===== src/hdl/thpu_pkg.sv =====
package thpu_pkg;

    // configuration register indexes
    typedef enum logic [2:0] {
        CFG_IMAGE_WIDTH   = 3'd0,
        CFG_IMAGE_HEIGHT  = 3'd1,
        CFG_CHANNELS      = 3'd2,
        CFG_SAMPLE_SIZE   = 3'd3,
        CFG_BIG_ENDIAN    = 3'd4,
        CFG_PLANAR_LAYOUT = 3'd5
    } cfg_index_t;

    localparam int unsigned CFG_INDEX_W = 3;
    localparam int unsigned CFG_DATA_W  = 16;

    // sample width codes
    localparam logic [1:0] SIZE_8BIT  = 2'd0;
    localparam logic [1:0] SIZE_16BIT = 2'd1;

    typedef struct packed {
        logic [31:0] sample_in;
    } in_beat_t;

    typedef struct packed {
        logic [31:0] sample_out;
        logic        end_of_row;
        logic        end_of_image;
    } out_beat_t;

    // per-item position flags from the sequencer
    typedef struct packed {
        logic first_column;
        logic row_end;
        logic image_end;
    } item_flags_t;

    function automatic logic [31:0] sample_mask(input logic [1:0] size);
        logic [31:0] m;
        unique case (size)
            SIZE_8BIT:  m = 32'h0000_00FF;
            SIZE_16BIT: m = 32'h0000_FFFF;
            default:    m = 32'hFFFF_FFFF;
        endcase
        return m;
    endfunction

    // byte reversal within the sample width, input already masked
    function automatic logic [31:0] swap_bytes(input logic [31:0] v, input logic [1:0] size);
        logic [31:0] r;
        unique case (size)
            SIZE_8BIT:  r = v;
            SIZE_16BIT: r = {16'h0000, v[7:0], v[15:8]};
            default:    r = {v[7:0], v[15:8], v[23:16], v[31:24]};
        endcase
        return r;
    endfunction

endpackage


===== src/hdl/thpu_stream_if.sv =====
interface thpu_stream_if #(
    parameter type payload_t = logic
);
    logic     valid;
    logic     ready;
    payload_t payload;

    modport source (output valid, output payload, input ready);
    modport sink (input valid, input payload, output ready);
endinterface


===== src/hdl/thpu_seq.sv =====
module thpu_seq #(
    parameter int unsigned MAX_CHANNELS = 8,
    parameter int unsigned CH_W = 3
) (
    input  logic                      clk,
    input  logic                      rst_n,
    input  logic                      advance,
    input  logic [15:0]               image_width,
    input  logic [15:0]               image_height,
    input  logic [3:0]                channels,
    input  logic                      planar_layout,
    output logic [CH_W-1:0]           channel,
    output thpu_pkg::item_flags_t     flags
);

    localparam logic [4:0] MAX_CH = 5'(MAX_CHANNELS);

    logic [15:0]     column_count_reg, column_count_next;
    logic [15:0]     row_count_reg, row_count_next;
    logic [CH_W-1:0] channel_index_reg, channel_index_next;
    logic [CH_W-1:0] plane_index_reg, plane_index_next;

    logic [15:0] width_eff, height_eff;
    logic [4:0]  ch_eff, ci_full;
    logic        last_ch, col_last, row_last, plane_last;

    always_comb
    begin
        width_eff  = (image_width == 16'd0) ? 16'd1 : image_width;
        height_eff = (image_height == 16'd0) ? 16'd1 : image_height;
        if (channels == 4'd0)
        begin
            ch_eff = 5'd1;
        end
        else if ({1'b0, channels} > MAX_CH)
        begin
            ch_eff = MAX_CH;
        end
        else
        begin
            ch_eff = {1'b0, channels};
        end

        ci_full = planar_layout ? 5'd0 : 5'(channel_index_reg);
        if (ci_full >= ch_eff)
        begin
            ci_full = ch_eff - 5'd1;
        end

        last_ch    = planar_layout || ((ci_full + 5'd1) >= ch_eff);
        col_last   = ({1'b0, column_count_reg} + 17'd1) >= {1'b0, width_eff};
        row_last   = ({1'b0, row_count_reg} + 17'd1) >= {1'b0, height_eff};
        plane_last = (5'(plane_index_reg) + 5'd1) >= ch_eff;

        channel            = ci_full[CH_W-1:0];
        flags.first_column = (column_count_reg == 16'd0);
        flags.row_end      = last_ch && col_last;
        flags.image_end    = last_ch && col_last && row_last && (!planar_layout || plane_last);
    end

    always_comb
    begin
        column_count_next  = column_count_reg;
        row_count_next     = row_count_reg;
        channel_index_next = channel_index_reg;
        plane_index_next   = plane_index_reg;
        if (advance)
        begin
            if (last_ch)
            begin
                channel_index_next = '0;
                if (col_last)
                begin
                    column_count_next = 16'd0;
                    if (row_last)
                    begin
                        row_count_next = 16'd0;
                        if (!planar_layout || plane_last)
                        begin
                            plane_index_next = '0;
                        end
                        else
                        begin
                            plane_index_next = plane_index_reg + 1'b1;
                        end
                    end
                    else
                    begin
                        row_count_next = row_count_reg + 16'd1;
                    end
                end
                else
                begin
                    column_count_next = column_count_reg + 16'd1;
                end
            end
            else
            begin
                channel_index_next = CH_W'(ci_full + 5'd1);
            end
        end
    end

    always_ff @(posedge clk or negedge rst_n)
    begin
        if (!rst_n)
        begin
            column_count_reg  <= 16'd0;
            row_count_reg     <= 16'd0;
            channel_index_reg <= '0;
            plane_index_reg   <= '0;
        end
        else
        begin
            column_count_reg  <= column_count_next;
            row_count_reg     <= row_count_next;
            channel_index_reg <= channel_index_next;
            plane_index_reg   <= plane_index_next;
        end
    end

endmodule


===== src/hdl/tiff_horizontal_predictor_undo_top.sv =====
// path: an accepted sample is held in the stage 1 register, then in the output register that drives the result port
// throughput: one sample per cycle unless the output stalls; per-channel history read at
//   accept, written on s1_advance, a one-entry forwarding register covers the overlap
// reset: rst_n asynchronous active low; counters, valids and registers return to defaults
//   (width 1, height 1, channels 1, others 0); the history memory is not cleared
module tiff_horizontal_predictor_undo_top #(
    parameter int unsigned MAX_CHANNELS = 8
) (
    input  logic                               clk,
    input  logic                               rst_n,
    input  logic                               write_enable,
    input  logic [thpu_pkg::CFG_INDEX_W-1:0]   reg_index,
    input  logic [thpu_pkg::CFG_DATA_W-1:0]    write_data,
    thpu_stream_if.sink                        sample_stream,
    thpu_stream_if.source                      result_stream
);

    localparam int unsigned CH_W = (MAX_CHANNELS > 1) ? $clog2(MAX_CHANNELS) : 1;

    // configuration registers
    logic [15:0] image_width_reg, image_height_reg;
    logic [3:0]  channels_reg;
    logic [1:0]  sample_size_reg;
    logic        big_endian_reg, planar_layout_reg;

    always_ff @(posedge clk or negedge rst_n)
    begin
        if (!rst_n)
        begin
            image_width_reg   <= 16'd1;
            image_height_reg  <= 16'd1;
            channels_reg      <= 4'd1;
            sample_size_reg   <= thpu_pkg::SIZE_8BIT;
            big_endian_reg    <= 1'b0;
            planar_layout_reg <= 1'b0;
        end
        else if (write_enable)
        begin
            unique case (reg_index)
                thpu_pkg::CFG_IMAGE_WIDTH:   image_width_reg   <= write_data;
                thpu_pkg::CFG_IMAGE_HEIGHT:  image_height_reg  <= write_data;
                thpu_pkg::CFG_CHANNELS:      channels_reg      <= write_data[3:0];
                thpu_pkg::CFG_SAMPLE_SIZE:   sample_size_reg   <= write_data[1:0];
                thpu_pkg::CFG_BIG_ENDIAN:    big_endian_reg    <= write_data[0];
                thpu_pkg::CFG_PLANAR_LAYOUT: planar_layout_reg <= write_data[0];
                default:                     ;
            endcase
        end
    end

    // pipeline handshake: stage 1 holds the accepted beat, the output register is the skid
    logic s1_valid_reg, out_valid_reg;
    logic s1_advance, in_accept;

    assign s1_advance          = s1_valid_reg && (!out_valid_reg || result_stream.ready);
    assign sample_stream.ready = !s1_valid_reg || s1_advance;
    assign in_accept           = sample_stream.valid && sample_stream.ready;

    // row / channel / plane position of the beat being accepted
    logic [CH_W-1:0]       acc_channel;
    thpu_pkg::item_flags_t acc_flags;

    thpu_seq #(
        .MAX_CHANNELS (MAX_CHANNELS),
        .CH_W         (CH_W)
    ) u_seq (
        .clk           (clk),
        .rst_n         (rst_n),
        .advance       (in_accept),
        .image_width   (image_width_reg),
        .image_height  (image_height_reg),
        .channels      (channels_reg),
        .planar_layout (planar_layout_reg),
        .channel       (acc_channel),
        .flags         (acc_flags)
    );

    // previous restored sample per channel, native byte order
    logic [31:0] history_mem [MAX_CHANNELS];
    logic [31:0] rd_data_reg;

    // stage 1 payload
    logic [31:0]           s1_sample_reg;
    logic [CH_W-1:0]       s1_channel_reg;
    thpu_pkg::item_flags_t s1_flags_reg;

    // most recent history write, covers a read that raced the write
    logic            fwd_valid_reg;
    logic [CH_W-1:0] fwd_channel_reg;
    logic [31:0]     fwd_data_reg;

    // stage 1 datapath
    logic [31:0] mask, native_in, prev, restored, result;

    always_comb
    begin
        mask      = thpu_pkg::sample_mask(sample_size_reg);
        native_in = s1_sample_reg & mask;
        if (big_endian_reg)
        begin
            native_in = thpu_pkg::swap_bytes(native_in, sample_size_reg);
        end
        prev = (fwd_valid_reg && (fwd_channel_reg == s1_channel_reg)) ? fwd_data_reg
                                                                        : rd_data_reg;
        // first pixel of a row passes through
        restored = s1_flags_reg.first_column ? native_in : ((native_in + prev) & mask);
        result   = big_endian_reg ? thpu_pkg::swap_bytes(restored, sample_size_reg)
                                  : restored;
    end

    always_ff @(posedge clk)
    begin
        if (in_accept)
        begin
            rd_data_reg <= history_mem[acc_channel];
        end
        if (s1_advance)
        begin
            history_mem[s1_channel_reg] <= restored;
        end
    end

    always_ff @(posedge clk)
    begin
        if (in_accept)
        begin
            s1_sample_reg  <= sample_stream.payload.sample_in;
            s1_channel_reg <= acc_channel;
            s1_flags_reg   <= acc_flags;
        end
        if (s1_advance)
        begin
            fwd_channel_reg <= s1_channel_reg;
            fwd_data_reg    <= restored;
        end
    end

    // output register
    thpu_pkg::out_beat_t out_beat_reg;

    always_ff @(posedge clk)
    begin
        if (s1_advance)
        begin
            out_beat_reg.sample_out   <= result;
            out_beat_reg.end_of_row   <= s1_flags_reg.row_end;
            out_beat_reg.end_of_image <= s1_flags_reg.image_end;
        end
    end

    always_ff @(posedge clk or negedge rst_n)
    begin
        if (!rst_n)
        begin
            s1_valid_reg  <= 1'b0;
            out_valid_reg <= 1'b0;
            fwd_valid_reg <= 1'b0;
        end
        else
        begin
            if (in_accept)
            begin
                s1_valid_reg <= 1'b1;
            end
            else if (s1_advance)
            begin
                s1_valid_reg <= 1'b0;
            end

            if (s1_advance)
            begin
                out_valid_reg <= 1'b1;
                fwd_valid_reg <= 1'b1;
            end
            else if (result_stream.ready)
            begin
                out_valid_reg <= 1'b0;
            end
        end
    end

    assign result_stream.valid   = out_valid_reg;
    assign result_stream.payload = out_beat_reg;

endmodule


===== src/flat_wrapper.sv =====
// flat-port wrapper written by rule: the top's interface ports become plain ports
module tiff_horizontal_predictor_undo_top_flat 
#(
    parameter int unsigned MAX_CHANNELS = 8
)
  (clk, rst_n, write_enable, reg_index, write_data, sample_stream_valid, sample_stream_payload, sample_stream_ready, result_stream_valid, result_stream_payload, result_stream_ready);
  thpu_stream_if #(.payload_t(thpu_pkg::in_beat_t)) sample_stream_i ();
  thpu_stream_if #(.payload_t(thpu_pkg::out_beat_t)) result_stream_i ();
  input  logic clk;
  input  logic rst_n;
  input  logic write_enable;
  input  logic [thpu_pkg::CFG_INDEX_W-1:0] reg_index;
  input  logic [thpu_pkg::CFG_DATA_W-1:0] write_data;
  input wire logic [$bits(sample_stream_i.valid)-1:0] sample_stream_valid;
  input wire logic [$bits(sample_stream_i.payload)-1:0] sample_stream_payload;
  output wire logic [$bits(sample_stream_i.ready)-1:0] sample_stream_ready;
  output wire logic [$bits(result_stream_i.valid)-1:0] result_stream_valid;
  output wire logic [$bits(result_stream_i.payload)-1:0] result_stream_payload;
  input wire logic [$bits(result_stream_i.ready)-1:0] result_stream_ready;
  assign sample_stream_i.valid = sample_stream_valid;
  assign sample_stream_i.payload = sample_stream_payload;
  assign sample_stream_ready = sample_stream_i.ready;
  assign result_stream_valid = result_stream_i.valid;
  assign result_stream_payload = result_stream_i.payload;
  assign result_stream_i.ready = result_stream_ready;
  tiff_horizontal_predictor_undo_top #(.MAX_CHANNELS(MAX_CHANNELS)) u_core (.clk(clk), .rst_n(rst_n), .write_enable(write_enable), .reg_index(reg_index), .write_data(write_data), .sample_stream(sample_stream_i), .result_stream(result_stream_i));
endmodule

===== config.mk =====
export PLATFORM = sky130hd
export DESIGN_NAME = tiff_horizontal_predictor_undo_top_flat
export DESIGN_NICKNAME = d
export VERILOG_FILES = /design/src/hdl/thpu_pkg.sv /design/src/hdl/thpu_stream_if.sv /design/src/hdl/thpu_seq.sv /design/src/hdl/tiff_horizontal_predictor_undo_top.sv /design/src/flat_wrapper.sv
export SDC_FILE = /design/constraint.sdc
export NUM_CORES = 1
export LEC_CHECK = 0
export BUFFER_PORTS_ARGS = -buffer_cell sky130_fd_sc_hd__buf_2
export CAP_MARGIN = 40
export CORE_MARGIN = 2
export CORE_UTILIZATION = 55
export DETAILED_ROUTE_END_ITERATION = 8
export MAX_ROUTING_LAYER = met4
export PLACE_DENSITY = 0.72
export REMOVE_ABC_BUFFERS = 1
export SLEW_MARGIN = 30
export SYNTH_ARGS = -nofsm -noshare
export SYNTH_HDL_FRONTEND = slang
export SYNTH_SLANG_ARGS = --single-unit

===== constraint.sdc =====
create_clock -name clk -period 10 [get_ports clk]
set_input_delay 0.5 -clock clk [delete_from_list [all_inputs] [get_ports clk]]
set_output_delay 0.5 -clock clk [all_outputs]
set_load 0.02 [all_outputs]

==> flow_summary.json <==
{
  "path_max_fanout": 64,
  "grt_pass1_wl_um": 85310,
  "critical_path_required_ps": 10290,
  "cp-start-kind": "register",
  "yosysTopAreaCell": "edfxtp_1",
  "clock_sinks": 476,
  "seq_area_frac_synth": 0.6116,
  "start_util": 0.5563,
  "grt_max_degree": 82,
  "cts_resized": 0,
  "drive_above_1_share": 0.2180,
  "drtIter0Drc": 1474,
  "period_needed_ps": 5161,
  "dp_hpwl_um": 37420,
  "finish.instance_area_mm2": 0.02565,
  "diodes": 0,
  "max-vdd-ir-drop_uv": 212.5,
  "drtAntennaViolNets": 0,
  "cts_root_buffer": "clkbuf_16",
  "insertion_delay_ps": 590,
  "skew_ps": 22.78,
  "synth_seq_cells": 476,
  "hold_violations": 0,
  "synth_common_cells": "395 x edfxtp_1, 127 x nand2_1, 116 x o21ai_0, 80 x ha_1, 78 x dfrtp_1",
  "grt_use_total": 0.2690,
  "cellPowerDensity_mw_per_mm2": 311.6,
  "htreeDepth": 2,
  "finalPower_mw": 7.992,
  "cts.clk_slew.worst_paths_ps": 60,
  "grt_pass1_vias": 14030,
  "via_per_inst": 6.244,
  "whs_ps": 84.53,
  "die_area_mm2": 0.04294,
  "synth_top_area_frac": 0.5222,
  "min_path_type": "input port to register",
  "core_area_mm2": 0.04083,
  "place_ws_ps": 4700,
  "placed_cell_area_mm2": 0.02393,
  "vias": 14440,
  "dp_cells": 2219,
  "routedWlPerCell_um": 24.37,
  "setup_slack_ps": 4839,
  "syn2layout_area_growth_pct": 12.93,
  "rsz0062_at_grt": "false",
  "finish.utilization": 0.6282,
  "cap_violations": 0,
  "synth_ff_type": "edfxtp_1",
  "cts_tree": "yes",
  "largest_reg_flops": 256,
  "cts_buffers": 48,
  "drc": 0,
  "ys_warn_count": 0,
  "finalWirelength_um": 56340,
  "slew_viol_final": 0,
  "synth.distinct_cells": 79,
  "antenna_found_initial": 0,
  "grt_overflow": 0,
  "finalSetupTns_ps": 0,
  "p_leak_nw": 9.707,
  "clock.fmax_mhz": 193.7,
  "gp_congestion": 1.017,
  "synth-edff-count": 395,
  "stdcell_count": 2312,
  "post_cts_buffers": 0,
  "top_register": "u_core.history_mem",
  "path_class": "register to register",
  "async_flop_share": 0.1702,
  "avgSynthCellArea_um2": 13.84,
  "clockBufferDepth": 3,
  "tightest_slew_ps": 868.0,
  "synth.cell_area_mm2": 0.02271,
  "status": "completed",
  "slew_headroom": 0.4179,
  "firstDrtPassIters": 6,
  "fin_crit_sh": 0.5161,
  "num_rows": 74,
  "setup_viol": 0,
  "numPortBuffers": 91,
  "layout.nets": 1879,
  "endpoint_kind": "register",
  "syn_inst": 1641,
  "dieHeight_um": 207.2,
  "synth_area_leaders": "edfxtp_1 52%, dfrtp_1 8.6%, mux4_2 6.3%",
  "cp.arrival_ps": 5450,
  "die-width_um": 207.2,
  "synth.most_common_cell": "edfxtp_1",
  "fillerInstances": 2998,
  "io_pins": 92
}
[where the power goes]
group | internal, mW | total, mW | switching (mW)
Clock | 1.14 | 1.88 | 0.740
Combinational | 1.23 | 3.16 | 1.93
Sequential | 2.82 | 2.95 | 0.127
[layout make-up]
type,instances,area (um2),area share
flip-flops and latches,476,13890,0.5416
multi-input cells,1024,8369,0.3263
clock buffers,67,1335,0.05205
repair buffers,132,843.3,0.03288
well taps,532,665.6,0.02595
clock inverters,21,316.6,0.01234
inverters,60,227.7,0.008878
[worst paths after layout]
| check | start | to | slack (ps) | cells past startpoint |
|---|---|---|---|---|
| worst max-delay path | u_core.big_endian_reg | u_core.history_mem[6][30] | 4840 | 14 |
| worst min-delay path | sample_stream_payload[28] | u_core.s1_sample_reg[28] | 80 | 1 |
| worst max register to register | u_core.big_endian_reg | u_core.history_mem[6][30] | 4840 | 14 |
| worst min register to register | u_core.s1_flags_reg[1] | u_core.result_stream.payload[1] | 430 | 0 |
| max in group asynchronous | rst_n | u_core.channels_reg[0] | 9090 | 3 |
| min in group asynchronous | rst_n | u_core.image_height_reg[8] | 300 | 2 |
[layout by cell type, fill, tap and decap left out, types with 9 or more instances in the layout]
| master | n |
|---|---|
| edfxtp_1 | 395 |
| nand2_1 | 127 |
| o21ai_0 | 113 |
| buf_2 | 90 |
| ha_1 | 80 |
| dfrtp_1 | 77 |
| mux2_2 | 74 |
| nor2_1 | 68 |
| mux4_2 | 64 |
| a21oi_1 | 61 |
| inv_1 | 56 |
| clkbuf_16 | 50 |
| xnor2_1 | 39 |
| nand3_1 | 33 |
| buf_4 | 32 |
| a21o_1 | 31 |
| mux2i_1 | 28 |
| nand2b_1 | 24 |
| xor2_1 | 24 |
| a22o_1 | 20 |
| nor2b_1 | 18 |
| and3_1 | 18 |
| nand4_1 | 15 |
| clkbuf_1 | 15 |
| a22oi_1 | 14 |
| nor3_1 | 11 |
| clkinv_2 | 10 |
| o21ai_1 | 9 |
| a31oi_1 | 9 |
[cells by family (layout without fill, tap and decap cells)]
family | after synthesis | after routing | synth area share
buffers and inverters | 141 | 280 | 0.02600
AO/OA/AOI/OAI | 349 | 349 | 0.1021
XOR/XNOR | 63 | 63 | 0.02429
adder cells (fa/ha/maj) | 81 | 81 | 0.04495
multiplexers | 167 | 167 | 0.1129
flip-flops | 476 | 476 | 0.6116
AND/OR/NAND/NOR | 364 | 364 | 0.07811
[layer usage]
layer / vias to the layer above / part of all wire / track usage / wire (um)
met2: 584 / 0.46 / 0.3969 / 25970
li1: 6489 / - / - / -
met1: 7269 / 0.45 / 0.3986 / 25490
met3: 93 / 0.063 / 0.03132 / 3564
met5: - / 0 / - / 0
met4: 0 / 0.023 / 0.07759 / 1321
[worst max-delay path, cell delays in order (launching register included)]
cell and delay [ps]:
dfrtp_2 330, buf_4 580, clkinv_1 750, o21ai_0 450, ha_1 280, inv_1 70, fa_1 390, nor2b_1 210
o2111ai_2 200, a21bo_2 290, a41oi_2 290, nand4_1 160, a21oi_1 160, o21ai_1 140, a21oi_1 540
[what timing repair did]
action,4_1_cts,5_1_grt
hold buffers,1,0
hold endpoints to repair,70,0
setup endpoints to repair,0,0
Note: power is estimated with default switching activity, not from simulation.
